--- src/design/csbs_pkg.sv ---
// Shared types, constants and helpers for the chunk stream block splitter.
package csbs_pkg;

  // Default sizing of the splitter.
  localparam int HEADER_BYTES_DEFAULT     = 3;
  localparam int MAX_BUFFER_BYTES_DEFAULT = 65535;
  localparam int QUEUE_DEPTH_DEFAULT      = 4;

  // Offsets and lengths within one buffer.
  localparam int OFS_W = 16;
  localparam logic [OFS_W-1:0] MAX_BLOCK_RESET = 16'd64;

  // Buffer status reported with every result.
  typedef enum logic [1:0] {
    STATUS_CONTINUES = 2'd0,
    STATUS_OK        = 2'd1,
    STATUS_CORRUPT   = 2'd2
  } status_t;

  // One result as seen on the output channel.
  typedef struct packed {
    logic [OFS_W-1:0] block_start;
    logic [OFS_W-1:0] block_length;
    logic             has_block;
    status_t          status;
  } result_t;

  // Everything one input byte causes: one result, or two when a split and
  // the end of the buffer fall on the same byte.
  typedef struct packed {
    result_t first;
    logic    two;
    result_t second;
  } rec_t;

  // Builds a result; offset and length read as zero when no block is given.
  function automatic result_t mk_result(input logic [OFS_W-1:0] start,
                                        input logic [OFS_W-1:0] len,
                                        input logic valid,
                                        input status_t status);
    result_t r;
    r.block_start  = valid ? start : '0;
    r.block_length = valid ? len : '0;
    r.has_block    = valid;
    r.status       = status;
    return r;
  endfunction

endpackage

--- src/design/csbs_byte_if.sv ---
// Byte stream channel carrying the chunked buffer.
interface csbs_byte_if;
  logic       valid;
  logic       ready;
  logic [7:0] data_byte;
  logic       last_byte;

  modport source (output valid, output data_byte, output last_byte, input ready);
  modport sink (input valid, input data_byte, input last_byte, output ready);
endinterface

--- src/design/csbs_result_if.sv ---
// Result channel carrying emitted blocks and buffer status.
interface csbs_result_if;
  logic        valid;
  logic        ready;
  logic [15:0] block_start;
  logic [15:0] block_length;
  logic        has_block;
  logic [1:0]  buffer_status;
  logic        last_result;

  modport source (output valid, output block_start, output block_length,
                  output has_block, output buffer_status, output last_result,
                  input ready);
  modport sink (input valid, input block_start, input block_length,
                input has_block, input buffer_status, input last_result,
                output ready);
endinterface

--- src/design/csbs_cfg_if.sv ---
// Configuration write channel for the largest block size.
interface csbs_cfg_if;
  logic        valid;
  logic        ready;
  logic [15:0] max_block_size;

  modport source (output valid, output max_block_size, input ready);
  modport sink (input valid, input max_block_size, output ready);
endinterface

--- src/design/csbs_front.sv ---
// Front end: parses chunk headers byte by byte and decides the splits.
module csbs_front #(
  parameter int HEADER_BYTES     = csbs_pkg::HEADER_BYTES_DEFAULT,
  parameter int MAX_BUFFER_BYTES = csbs_pkg::MAX_BUFFER_BYTES_DEFAULT
) (
  input  logic             clk,
  input  logic             rst,
  csbs_byte_if.sink        stream,
  csbs_cfg_if.sink         cfg,
  input  logic             q_full,
  output logic             push,
  output csbs_pkg::rec_t   push_rec
);
  import csbs_pkg::*;

  localparam int POS_W = $clog2(MAX_BUFFER_BYTES + 2);
  localparam int HI_W  = $clog2(HEADER_BYTES);
  localparam logic [POS_W-1:0] MAX_POS  = POS_W'(MAX_BUFFER_BYTES);
  localparam logic [POS_W-1:0] OVER_POS = POS_W'(MAX_BUFFER_BYTES + 1);
  localparam logic [HI_W-1:0]  HI_LAST  = HI_W'(HEADER_BYTES - 1);

  logic [OFS_W-1:0] max_block_size;
  logic [POS_W-1:0] byte_position, byte_position_next;
  logic [OFS_W-1:0] block_begin, block_begin_next;
  logic [OFS_W-1:0] last_chunk_end, last_chunk_end_next;
  logic [HI_W-1:0]  header_index, header_index_next;
  logic [7:0]       payload_left, payload_left_next;
  logic             header_nonzero, header_nonzero_next;

  logic             accept;
  logic             has_rec;
  logic             chunk_done;
  logic             split;
  logic [OFS_W-1:0] end_ofs;
  logic [OFS_W-1:0] pending_len;
  rec_t             rec;

  assign cfg.ready    = 1'b1;
  assign stream.ready = !q_full;
  assign accept       = stream.valid && stream.ready;
  assign push         = accept && has_rec;
  assign push_rec     = rec;

  // Offset just past the current byte, and whether a chunk end here splits.
  assign end_ofs     = OFS_W'(byte_position) + 16'd1;
  assign split       = (end_ofs - block_begin) > max_block_size;
  assign pending_len = last_chunk_end - block_begin;

  // Next state and the result record for the byte on the channel.
  always_comb begin
    byte_position_next  = byte_position;
    block_begin_next    = block_begin;
    last_chunk_end_next = last_chunk_end;
    header_index_next   = header_index;
    payload_left_next   = payload_left;
    header_nonzero_next = header_nonzero;
    chunk_done          = 1'b0;
    has_rec             = 1'b0;
    rec                 = '0;

    if (byte_position >= MAX_POS) begin
      // Buffer grew too long: swallow bytes until the last one.
      byte_position_next = OVER_POS;
      if (stream.last_byte) begin
        rec.first = mk_result('0, '0, 1'b0, STATUS_CORRUPT);
        has_rec   = 1'b1;
      end
    end else begin
      byte_position_next = byte_position + POS_W'(1);
      if (header_index == '0 && payload_left == '0) begin
        payload_left_next   = stream.data_byte;
        header_nonzero_next = (stream.data_byte != 8'd0);
        header_index_next   = HI_W'(1);
      end else if (header_index != '0) begin
        header_nonzero_next = header_nonzero || (stream.data_byte != 8'd0);
        if (header_index == HI_LAST) begin
          header_index_next = '0;
          chunk_done        = (payload_left == '0);
        end else begin
          header_index_next = header_index + HI_W'(1);
        end
      end else begin
        payload_left_next = payload_left - 8'd1;
        chunk_done        = (payload_left == 8'd1);
      end

      if (chunk_done) begin
        if (split) begin
          rec.first        = mk_result(block_begin, pending_len, 1'b1, STATUS_CONTINUES);
          block_begin_next = last_chunk_end;
        end
        if (stream.last_byte) begin
          if (split) begin
            rec.two    = 1'b1;
            rec.second = mk_result(last_chunk_end, end_ofs - last_chunk_end,
                                   1'b1, STATUS_OK);
          end else begin
            rec.first = mk_result(block_begin, end_ofs - block_begin, 1'b1, STATUS_OK);
          end
        end else begin
          last_chunk_end_next = end_ofs;
        end
        has_rec = split || stream.last_byte;
      end else if (stream.last_byte) begin
        // A trailing header of zeros is padding; anything else is corrupt.
        if (header_index_next != '0 && !header_nonzero_next) begin
          rec.first = mk_result(block_begin, pending_len, pending_len != '0, STATUS_OK);
        end else begin
          rec.first = mk_result('0, '0, 1'b0, STATUS_CORRUPT);
        end
        has_rec = 1'b1;
      end
    end

    // Every buffer end returns the parser to its start.
    if (stream.last_byte) begin
      byte_position_next  = '0;
      block_begin_next    = '0;
      last_chunk_end_next = '0;
      header_index_next   = '0;
      payload_left_next   = '0;
      header_nonzero_next = 1'b0;
    end
  end

  // Parser state advances on each byte transaction.
  always_ff @(posedge clk) begin
    if (rst) begin
      byte_position  <= '0;
      block_begin    <= '0;
      last_chunk_end <= '0;
      header_index   <= '0;
      payload_left   <= '0;
      header_nonzero <= 1'b0;
    end else if (accept) begin
      byte_position  <= byte_position_next;
      block_begin    <= block_begin_next;
      last_chunk_end <= last_chunk_end_next;
      header_index   <= header_index_next;
      payload_left   <= payload_left_next;
      header_nonzero <= header_nonzero_next;
    end
  end

  // Configuration register.
  always_ff @(posedge clk) begin
    if (rst) begin
      max_block_size <= MAX_BLOCK_RESET;
    end else if (cfg.valid && cfg.ready) begin
      max_block_size <= cfg.max_block_size;
    end
  end

  // The current block never starts past the latest chunk end.
  a_begin_order: assert property (@(posedge clk) disable iff (rst)
    block_begin <= last_chunk_end)
    else $error("block start passed the latest chunk end");

  // A buffer end always leaves the parser at offset zero.
  a_end_clears: assert property (@(posedge clk) disable iff (rst)
    accept && stream.last_byte |=> byte_position == '0 && header_index == '0)
    else $error("parser not cleared after the last byte");

endmodule

--- src/design/csbs_queue.sv ---
// Short queue of result records between the front and back ends.
module csbs_queue #(
  parameter int DEPTH = csbs_pkg::QUEUE_DEPTH_DEFAULT
) (
  input  logic           clk,
  input  logic           rst,
  input  logic           push,
  input  csbs_pkg::rec_t push_rec,
  output logic           full,
  input  logic           pop,
  output csbs_pkg::rec_t head_rec,
  output logic           nonempty
);
  import csbs_pkg::*;

  localparam int AW = (DEPTH > 1) ? $clog2(DEPTH) : 1;

  rec_t          entries [DEPTH];
  logic [AW-1:0] wr_ptr;
  logic [AW-1:0] rd_ptr;
  logic [AW:0]   count;

  assign full     = (count == (AW + 1)'(DEPTH));
  assign nonempty = (count != '0);
  assign head_rec = entries[rd_ptr];

  // Storage writes.
  always_ff @(posedge clk) begin
    if (push) begin
      entries[wr_ptr] <= push_rec;
    end
  end

  // Pointers and fill count.
  always_ff @(posedge clk) begin
    if (rst) begin
      wr_ptr <= '0;
      rd_ptr <= '0;
      count  <= '0;
    end else begin
      if (push) begin
        wr_ptr <= (wr_ptr == AW'(DEPTH - 1)) ? '0 : wr_ptr + AW'(1);
      end
      if (pop) begin
        rd_ptr <= (rd_ptr == AW'(DEPTH - 1)) ? '0 : rd_ptr + AW'(1);
      end
      count <= count + (AW + 1)'(push) - (AW + 1)'(pop);
    end
  end

  // Neither side may overrun or underrun the queue.
  a_no_overflow: assert property (@(posedge clk) disable iff (rst)
    (push |-> !full) and (pop |-> nonempty))
    else $error("queue overrun or underrun");

endmodule

--- src/design/csbs_back.sv ---
// Back end: serializes result records onto the output channel.
module csbs_back (
  input  logic           clk,
  input  logic           rst,
  input  logic           q_valid,
  input  csbs_pkg::rec_t q_rec,
  output logic           pop,
  csbs_result_if.source  blocks
);
  import csbs_pkg::*;

  logic    out_valid;
  result_t out_res;
  logic    out_last;
  logic    sel;
  logic    load;

  assign load = q_valid && (!out_valid || blocks.ready);
  assign pop  = load && (sel || !q_rec.two);

  assign blocks.valid         = out_valid;
  assign blocks.block_start   = out_res.block_start;
  assign blocks.block_length  = out_res.block_length;
  assign blocks.has_block     = out_res.has_block;
  assign blocks.buffer_status = out_res.status;
  assign blocks.last_result   = out_last;

  // Output register control and slot select.
  always_ff @(posedge clk) begin
    if (rst) begin
      out_valid <= 1'b0;
      sel       <= 1'b0;
    end else begin
      if (load) begin
        out_valid <= 1'b1;
        sel       <= !sel && q_rec.two;
      end else if (blocks.ready) begin
        out_valid <= 1'b0;
      end
    end
  end

  // Output payload.
  always_ff @(posedge clk) begin
    if (load) begin
      out_res  <= sel ? q_rec.second : q_rec.first;
      out_last <= sel || !q_rec.two;
    end
  end

  // The second slot is only ever taken from a record still at the head.
  a_sel_head: assert property (@(posedge clk) disable iff (rst)
    sel |-> q_valid)
    else $error("second result pending with an empty queue");

  // Without a block, the offset and length read as zero.
  a_empty_zero: assert property (@(posedge clk) disable iff (rst)
    out_valid && !out_res.has_block |->
      out_res.block_start == '0 && out_res.block_length == '0)
    else $error("offset or length set on a result without a block");

endmodule

--- src/design/chunk_stream_block_splitter.sv ---
// Top level of the chunk stream block splitter.
//
// The stream channel takes one byte of a chunked buffer per transaction,
// with last_byte marking the final byte. Each chunk is a header (size byte
// and code) followed by size payload bytes. The blocks channel gives the
// emitted blocks: one result for a split, one at the buffer end, or two when
// both fall on the same byte; last_result marks the final result of a byte.
// The cfg channel writes max_block_size; it is always ready. The user must
// write it only while the block is idle; the block itself does not enforce it.
// Throughput: one byte per cycle on the stream channel while the queue has
// room, and one result per cycle on the blocks channel while the receiver
// is ready. A result passes through the queue and the output register.
// A queue of QUEUE_DEPTH records sits between parser and output register,
// so bytes keep flowing while the receiver stalls; once it fills, stream
// ready drops until the receiver takes results again.
// Reset clears the parser, the queue and the output, and sets
// max_block_size to 64.
module chunk_stream_block_splitter #(
  parameter int HEADER_BYTES     = csbs_pkg::HEADER_BYTES_DEFAULT,
  parameter int MAX_BUFFER_BYTES = csbs_pkg::MAX_BUFFER_BYTES_DEFAULT,
  parameter int QUEUE_DEPTH      = csbs_pkg::QUEUE_DEPTH_DEFAULT
) (
  input  logic          clk,
  input  logic          rst,
  csbs_byte_if.sink     stream,
  csbs_cfg_if.sink      cfg,
  csbs_result_if.source blocks
);
  import csbs_pkg::*;

  logic q_full;
  logic push;
  rec_t push_rec;
  logic pop;
  rec_t head_rec;
  logic q_valid;

  csbs_front #(
    .HEADER_BYTES    (HEADER_BYTES),
    .MAX_BUFFER_BYTES(MAX_BUFFER_BYTES)
  ) u_front (
    .clk     (clk),
    .rst     (rst),
    .stream  (stream),
    .cfg     (cfg),
    .q_full  (q_full),
    .push    (push),
    .push_rec(push_rec)
  );

  csbs_queue #(
    .DEPTH(QUEUE_DEPTH)
  ) u_queue (
    .clk     (clk),
    .rst     (rst),
    .push    (push),
    .push_rec(push_rec),
    .full    (q_full),
    .pop     (pop),
    .head_rec(head_rec),
    .nonempty(q_valid)
  );

  csbs_back u_back (
    .clk    (clk),
    .rst    (rst),
    .q_valid(q_valid),
    .q_rec  (head_rec),
    .pop    (pop),
    .blocks (blocks)
  );

endmodule

--- src/flat_wrapper.sv ---
// flat-port wrapper written by rule: the top's interface ports become plain ports
module chunk_stream_block_splitter_flat import csbs_pkg::*;
#(
  parameter int HEADER_BYTES     = csbs_pkg::HEADER_BYTES_DEFAULT,
  parameter int MAX_BUFFER_BYTES = csbs_pkg::MAX_BUFFER_BYTES_DEFAULT,
  parameter int QUEUE_DEPTH      = csbs_pkg::QUEUE_DEPTH_DEFAULT
)
  (clk, rst, stream_valid, stream_data_byte, stream_last_byte, stream_ready, cfg_valid, cfg_max_block_size, cfg_ready, blocks_valid, blocks_block_start, blocks_block_length, blocks_has_block, blocks_buffer_status, blocks_last_result, blocks_ready);
  csbs_byte_if stream_i ();
  csbs_cfg_if cfg_i ();
  csbs_result_if blocks_i ();
  input  logic clk;
  input  logic rst;
  input wire logic [$bits(stream_i.valid)-1:0] stream_valid;
  input wire logic [$bits(stream_i.data_byte)-1:0] stream_data_byte;
  input wire logic [$bits(stream_i.last_byte)-1:0] stream_last_byte;
  output wire logic [$bits(stream_i.ready)-1:0] stream_ready;
  input wire logic [$bits(cfg_i.valid)-1:0] cfg_valid;
  input wire logic [$bits(cfg_i.max_block_size)-1:0] cfg_max_block_size;
  output wire logic [$bits(cfg_i.ready)-1:0] cfg_ready;
  output wire logic [$bits(blocks_i.valid)-1:0] blocks_valid;
  output wire logic [$bits(blocks_i.block_start)-1:0] blocks_block_start;
  output wire logic [$bits(blocks_i.block_length)-1:0] blocks_block_length;
  output wire logic [$bits(blocks_i.has_block)-1:0] blocks_has_block;
  output wire logic [$bits(blocks_i.buffer_status)-1:0] blocks_buffer_status;
  output wire logic [$bits(blocks_i.last_result)-1:0] blocks_last_result;
  input wire logic [$bits(blocks_i.ready)-1:0] blocks_ready;
  assign stream_i.valid = stream_valid;
  assign stream_i.data_byte = stream_data_byte;
  assign stream_i.last_byte = stream_last_byte;
  assign stream_ready = stream_i.ready;
  assign cfg_i.valid = cfg_valid;
  assign cfg_i.max_block_size = cfg_max_block_size;
  assign cfg_ready = cfg_i.ready;
  assign blocks_valid = blocks_i.valid;
  assign blocks_block_start = blocks_i.block_start;
  assign blocks_block_length = blocks_i.block_length;
  assign blocks_has_block = blocks_i.has_block;
  assign blocks_buffer_status = blocks_i.buffer_status;
  assign blocks_last_result = blocks_i.last_result;
  assign blocks_i.ready = blocks_ready;
  chunk_stream_block_splitter #(.HEADER_BYTES(HEADER_BYTES), .MAX_BUFFER_BYTES(MAX_BUFFER_BYTES), .QUEUE_DEPTH(QUEUE_DEPTH)) u_core (.clk(clk), .rst(rst), .stream(stream_i), .cfg(cfg_i), .blocks(blocks_i));
endmodule
--- config.mk ---
export PLATFORM = sky130hd
export DESIGN_NAME = chunk_stream_block_splitter_flat
export DESIGN_NICKNAME = d
export VERILOG_FILES = /design/src/design/csbs_pkg.sv /design/src/design/csbs_byte_if.sv /design/src/design/csbs_result_if.sv /design/src/design/csbs_cfg_if.sv /design/src/design/csbs_front.sv /design/src/design/csbs_queue.sv /design/src/design/csbs_back.sv /design/src/design/chunk_stream_block_splitter.sv /design/src/flat_wrapper.sv
export SDC_FILE = /design/constraint.sdc
export NUM_CORES = 1
export LEC_CHECK = 0
export BUFFER_PORTS_ARGS = -buffer_cell sky130_fd_sc_hd__clkbuf_2
export CAP_MARGIN = 5
export CELL_PAD_IN_SITES_DETAIL_PLACEMENT = 1
export CELL_PAD_IN_SITES_GLOBAL_PLACEMENT = 1
export CORE_MARGIN = 4
export CORE_UTILIZATION = 47
export DETAILED_ROUTE_END_ITERATION = 10
export PLACE_DENSITY = 0.76
export SLEW_MARGIN = 10
export SYNTH_ARGS = -nofsm -noshare
export SYNTH_HDL_FRONTEND = slang
export SYNTH_HIERARCHICAL = 1
export SYNTH_SLANG_ARGS = --single-unit
--- constraint.sdc ---
create_clock -name clk -period 6.8 [get_ports clk]
set_clock_uncertainty 0.15 [all_clocks]
set_input_delay 1.36 -clock clk [delete_from_list [all_inputs] [get_ports clk]]
set_output_delay 1.36 -clock clk [all_outputs]
set_load 0.05 [all_outputs]
### Yosys cells after proc, flatten, opt, wreduce, memory -nomap -nowiden

Memories as Yosys holds them, arrays and structs flattened. A register that Yosys moved wholly into a read port is not among the register bits.
Cells that the tools add are included.

* magnitude comparators: 2
* reductions and logical operators: 30
* muxes and demuxes: 53
* eq/ne operators: 7
* add/subtract/negate cells: 11

Operators with widths (count)
* $mux 35: 7
* $mux 16: 9
* $mux 36: 3
* $mux 71: 1
* $sub 16x16->16: 3
* $mux 17: 2
* $mux 8: 4
* $mux 2: 11
* $add 17x1->17 const B: 1
* $ge 17x16->1 const B: 1
* $add 16x1->16 const B: 1
* $gt 16x16->1: 1
* $mux 1: 16
* $reduce_bool 16->1: 1
* $reduce_bool 2->1: 5
* $eq 8x1->1 const B: 1
* $logic_not 8->1: 1
* $reduce_bool 8->1: 1
* $sub 8x1->8 const B: 1
* $logic_and 1x1->1: 7
* $add 2x1->2 const B: 3
* $eq 2x2->1 const B: 3
* $reduce_and 3->1: 2
* $logic_not 1->1: 5
* other kinds (10): 13

* memories: 1
* output and inout bits: 39
* bits of input ports: 30
* flip-flop bits (word level): 121
* bits in writable memories: 284
* word-level logic and storage cells: 121

Memory list
* u_core.u_queue.entries: depth 4, width 71, rd ports 1, clocked after memory_dff 1, write ports 1, RTL line csbs_queue.sv:18 `rec_t entries [DEPTH];`

### Longest topological paths before layout

* word-level depth: 11
* mapped depth: 26
* depth with buffers taken out: 24

### Hierarchy

Netlist, hierarchy kept.

Modules (own cells, without submodules)
* csbs_queue: cells each 414, area an instance 10776.6 µm², times used 1, sequential area each 8708.4 µm²
* csbs_front: cells each 920, area an instance 7113.1 µm², times used 1, sequential area each 1521.5 µm²
* csbs_back: cells each 88, area an instance 1750.4 µm², times used 1, sequential area each 1121.1 µm²

### Least setup slack after synthesis

OpenSTA, ideal clock, no wires.

* path type: register -> register
* start: register u_core.u_front.byte_position[0]
* end: memory u_core/u_queue/entries[0][0] (netlist bit), enable pin
* setup time: 437 ps
* stages on the path, launching flop included: 22
* data required time: 6213 ps
* data arrival time: 6288 ps
* setup slack: -75 ps
* period minus slack after synthesis: 6875 ps
* buffers on the path: 2
* cell sequence: dfxtp_1 ha_1 nand2_1 or2_2 clkbuf_1 xnor2_1 ha_1 or4_1 o22ai_1 a31oi_1 a31oi_1 and3_1 nor3b_1 ha_1 and4_1 nand2_1 a211o_1 o211ai_1 a211oi_4 a21oi_2 buf_2 and2_1

* longest elaborated chain between the ends: 9
* elaborated cells on any way between the ends: 10
* classes of those cells: 2 x add/sub; 2 x order compare; 4 x mux; 2 x reduce/logical

Ends and longest elaborated chain
* start: declaration: RTL line csbs_front.sv:23 `logic [POS_W-1:0] byte_position, byte_position_next;`
* start signal: assignment: RTL line csbs_front.sv:136 `byte_position <= byte_position_next;`
* $add 16x1->16: RTL line csbs_front.sv:45 `assign end_ofs = OFS_W'(byte_position) + 16'd1;`
* $sub 16x16->16: RTL line csbs_front.sv:46 `assign split = (end_ofs - block_begin) > max_block_size;`
* $gt 16x16->1: RTL line csbs_front.sv:46
* $logic_or 1x1->1: RTL line csbs_front.sv:103 `has_rec = split || stream.last_byte;`
* $mux 1: RTL line csbs_front.sv:87 `if (chunk_done) begin`
* $mux 1 *: RTL line csbs_front.sv:61 `if (byte_position >= MAX_POS) begin`
* $logic_and 1x1->1 *: RTL line csbs_front.sv:41 `assign push = accept && has_rec;`
* net u_core.push: RTL line chunk_stream_block_splitter.sv:32 `logic push;`
* $mux 1 *: RTL line csbs_queue.sv:29 `if (push) begin`
* $mux 1 (implied by the code) *: RTL line csbs_queue.sv:30 `entries[wr_ptr] <= push_rec;`
* end: declaration: RTL line csbs_queue.sv:18

The timed path passes the listed nets; every way through them passes the cells marked *.

==> results.toml <==
[job]
cap_viol_max_count = 0

[clocking]
cts-root-buf = "clkbuf_16"
cts_resized = 0
numCtsBuffers = 44
cts.sinks = 407
postCtsSetupRepairBufs = 0
hold_buffers = 0
tritoncts = "yes"
clk_pin_slew_ns = 0.06
insertion_delay_ns = 0.57
clock_path_buffers = 3
htreeDepth = 2

[hold_path]
hp-class = "flop to flop"
min_from = "u_core/u_front/byte_position[5]$_SDFFE_PP0P_"

[grt]
grt_pass1_wl_um = 79800
gr-usage-all-layers_pct = 23.3
grt_max_degree = 73
overflow = 0
grt_pass1_vias = 12968
antenna_found_initial = 0

[setup_path]
rr_worst_depth = 19
reg2reg_to = "u_core/u_queue/entries[0][45]$_DFFE_PP_"
slowest_delay_ns = 0.52
cp_cell_sequence = "ha_1 > nand2_1 > or2_2 > xnor2_1 > ha_1 > or4_1 > o22ai_1 > a31oi_1 > a31oi_1 > o31ai_1 > nor3b_1 > ha_1 > and4_1 > a221oi_1 > o211ai_1 > a2111oi_4 > buf_4 > a31oi_1 > a211oi_1"
arrival_ns = 6.40
reg2reg_from = "u_core/u_front/byte_position[0]$_SDFFE_PP0P_"
path_class = "flop to flop"
startpoint = "u_core/u_front/byte_position[0]$_SDFFE_PP0P_"
r2r_slack_ns = 0.53
required_ns = 6.93
path_max_fanout = 26
critPathLaunchType = "flop"
endpoint_kind = "flop"
cpMaxStageDelayCell = "a211oi_1"
crit_end = "u_core/u_queue/entries[0][45]$_DFFE_PP_"

[yosys]
syn_nets = 1528
synth_seq_area_share_pct = 57.8
synth_fa_ha_area_share_pct = 4.99
synth-async-reset-ratio_pct = 0
synth-simple-area-share_pct = 9.27
synth_top_family_by_area = "multiplexers"
synth_compound_area_share_pct = 9.80
ys.flop_type = "edfxtp_1"
synth.distinct_cells = 85
syn_avg_cell_area_um2 = 13.8
synth_xor_area_share_pct = 2.15
synth_cells = 1422
synth-seq-cells = 407
ys_warn_count = 6
syn_area_um2 = 19600
synth_edf_count = 320
synthMuxAreaShare_pct = 11.8

[floorplanning]
fp.dieW_um = 212
fp-row-count = 74
die_area_um2 = 45100
io_pins = 69
core_um2 = 41100
die_h_um = 212
initial_utilization_pct = 47.8

[cells_and_area]
antenna_cells = 0
area_growth_pct = 11.8
final_common_cell = "edfxtp_1"
layout-drive-gt1-share_pct = 21.6
layout_common_cells = "edfxtp_1 (320), nor2_1 (133), dfxtp_1 (84)"
nNetsFinal = 1603

[timing]
worst_pin_slew_ns = 1.11
fin_ws_ns = 0.532
min_period_ns = 6.27
setup_viol = 0
tns_ns = 0
relSlewSlack_pct = 26.1
rsz0062_at_grt = "no"
fin_worst_hold_slack_ns = 0.334
max_freq_mhz = 160
slew_violations = 0
period_share_pct = 92.2
final_hold_viol_count = 0

[placement]
pre_cts_ws_ns = 0.587
gp_congestion = 0.979
io_buffers = 67
dp_hpwl_um = 36500

[run_status]
status = "finished clean"

[drt]
routed_wirelength_um = 51900
vias = 12412
dr_wl_met2_um = 25400
first_iter_violations = 906
wl_met3_um = 2550
drcViolationCount = 0
postRouteAntennaNets = 0
avgRoutedWirePerCell_um = 25.2
top_layer = "met4"
drtPass1Iterations = 4
routed_via_density = 6.02
met1Wirelength_um = 22200

[pwr]
peakVddDrop_mv = 0.178
p_per_area_nw_per_um2 = 341
p_leak_nw = 7.63
[cell families (layout without fill, tap and decap cells)]
logic type / Yosys count / after routing
flip-flops: 407 / 407
AND/OR/NAND/NOR: 350 / 350
AO/OA/AOI/OAI: 261 / 261
buffers and inverters: 155 / 262
multiplexers: 126 / 126
adder cells (fa/ha/maj): 76 / 76
XOR/XNOR: 45 / 45
other: 2 / 2
[per-layer routing]
metal | up-vias | global-route usage (%)
met5 | - | 0
met4 | 0 | 7.82
met3 | 89 | 3.08
met2 | 336 | 38.8
met1 | 6409 | 31.9
li1 | 5578 | -
[worst max-delay path, delay by kind of cell (launching register included)]
family,cells,cell delay (ns)
simple gates,5,1.35
compound gates,9,2.71
flops,1,0.49
buf+inv,1,0.33
xor+xnor,1,0.19
fa+ha+maj,3,0.76
[cell usage after synthesis, types with 9 or more instances]
| master | instances | area share, % |
|---|---|---|
| edfxtp_1 | 320 | 49 |
| nor2_1 | 134 | 2.6 |
| dfxtp_1 | 87 | 8.9 |
| inv_1 | 81 | 1.5 |
| ha_1 | 72 | 4.6 |
| mux4_2 | 70 | 8.0 |
| a21oi_1 | 64 | 1.6 |
| nand2_1 | 43 | 0.82 |
| o21ai_0 | 40 | 1.0 |
| clkbuf_1 | 31 | 0.59 |
| mux2_4 | 29 | 2.2 |
| nor3_1 | 29 | 0.74 |
| xnor2_1 | 26 | 1.2 |
| buf_2 | 20 | 0.51 |
| nand3_1 | 19 | 0.48 |
| a31oi_1 | 18 | 0.57 |
| nor3b_1 | 18 | 0.69 |
| o31ai_1 | 18 | 0.69 |
| a211oi_1 | 17 | 0.65 |
| mux2i_1 | 17 | 0.87 |
| nand4b_1 | 17 | 0.76 |
| xor2_1 | 17 | 0.76 |
| nand2b_1 | 16 | 0.51 |
| o21a_1 | 16 | 0.61 |
| a2111oi_2 | 14 | 1.1 |
| nor2b_1 | 14 | 0.45 |
| a21o_1 | 12 | 0.46 |
| a22oi_1 | 10 | 0.38 |
| and2_1 | 10 | 0.32 |
| buf_12 | 10 | 1.0 |
| mux2_2 | 9 | 0.52 |
[registers in the layout (all words and copies together), names as in the netlist, named ones only]
register,flops
u_core/u_front/max_block_size,16
u_core/u_back/blocks.has_block,1
u_core/u_back/blocks.block_length,16
u_core/u_queue/entries,284
u_core/u_front/block_begin,16
u_core/u_front/byte_position,17
u_core/u_front/payload_left,8
u_core/u_back/blocks.buffer_status,2
u_core/u_front/last_chunk_end,16
u_core/u_queue/count,3
u_core/u_front/header_nonzero,1
u_core/u_back/blocks.last_result,1
u_core/u_queue/wr_ptr,2
u_core/u_back/sel,1
u_core/u_front/header_index,2
u_core/u_queue/rd_ptr,2
u_core/u_back/blocks.valid,1
u_core/u_back/blocks.block_start,16
[stage by stage]
step / std cells / util [%] / area (um^2) / total power, mW
5_1_grt: 2061 / 53.4 / 22000 / 7.84
6_report: 2061 / 53.4 / 22000 / 7.50
2_1_floorplan: 1422 / - / 19600 / 4.83
3_3_place_gp: 1983 / 50.0 / 20600 / 5.17
4_1_cts: 2061 / 53.4 / 22000 / 7.60
3_5_place_dp: 1983 / 50.0 / 20600 / 5.23
[worst min-delay path by stage]
stage                                                    to  slack (ns)  depth (start not counted)
4_1_cts        u_core/u_front/byte_position[5]$_SDFFE_PP0P_        0.33                          2
3_5_place_dp   u_core/u_front/byte_position[5]$_SDFFE_PP0P_        0.33                          2
6_report       u_core/u_front/byte_position[5]$_SDFFE_PP0P_        0.33                          2
5_1_grt        u_core/u_front/byte_position[5]$_SDFFE_PP0P_        0.35                          2
3_3_place_gp   u_core/u_front/byte_position[5]$_SDFFE_PP0P_        0.32                          2
2_1_floorplan  u_core/u_front/byte_position[5]$_SDFFE_PP0P_        0.30                          2
[power breakdown]
part	internal (mW)	total (mW)	switching (mW)
clock	1.36	2.35	0.986
combinational	0.776	2.03	1.25
sequential	2.97	3.12	0.150
[cell type report]
| class | count | area, um^2 |
|---|---|---|
| fillers | 4058 | 19200 |
| flip-flops and latches | 407 | 11400 |
| multi-input cells | 860 | 7530 |
| clock buffers | 51 | 1150 |
| repair buffers | 101 | 691 |
| well taps | 532 | 666 |
| inverters | 83 | 312 |
| clock inverters | 27 | 255 |
Note: power is estimated with default switching activity, not from simulation.
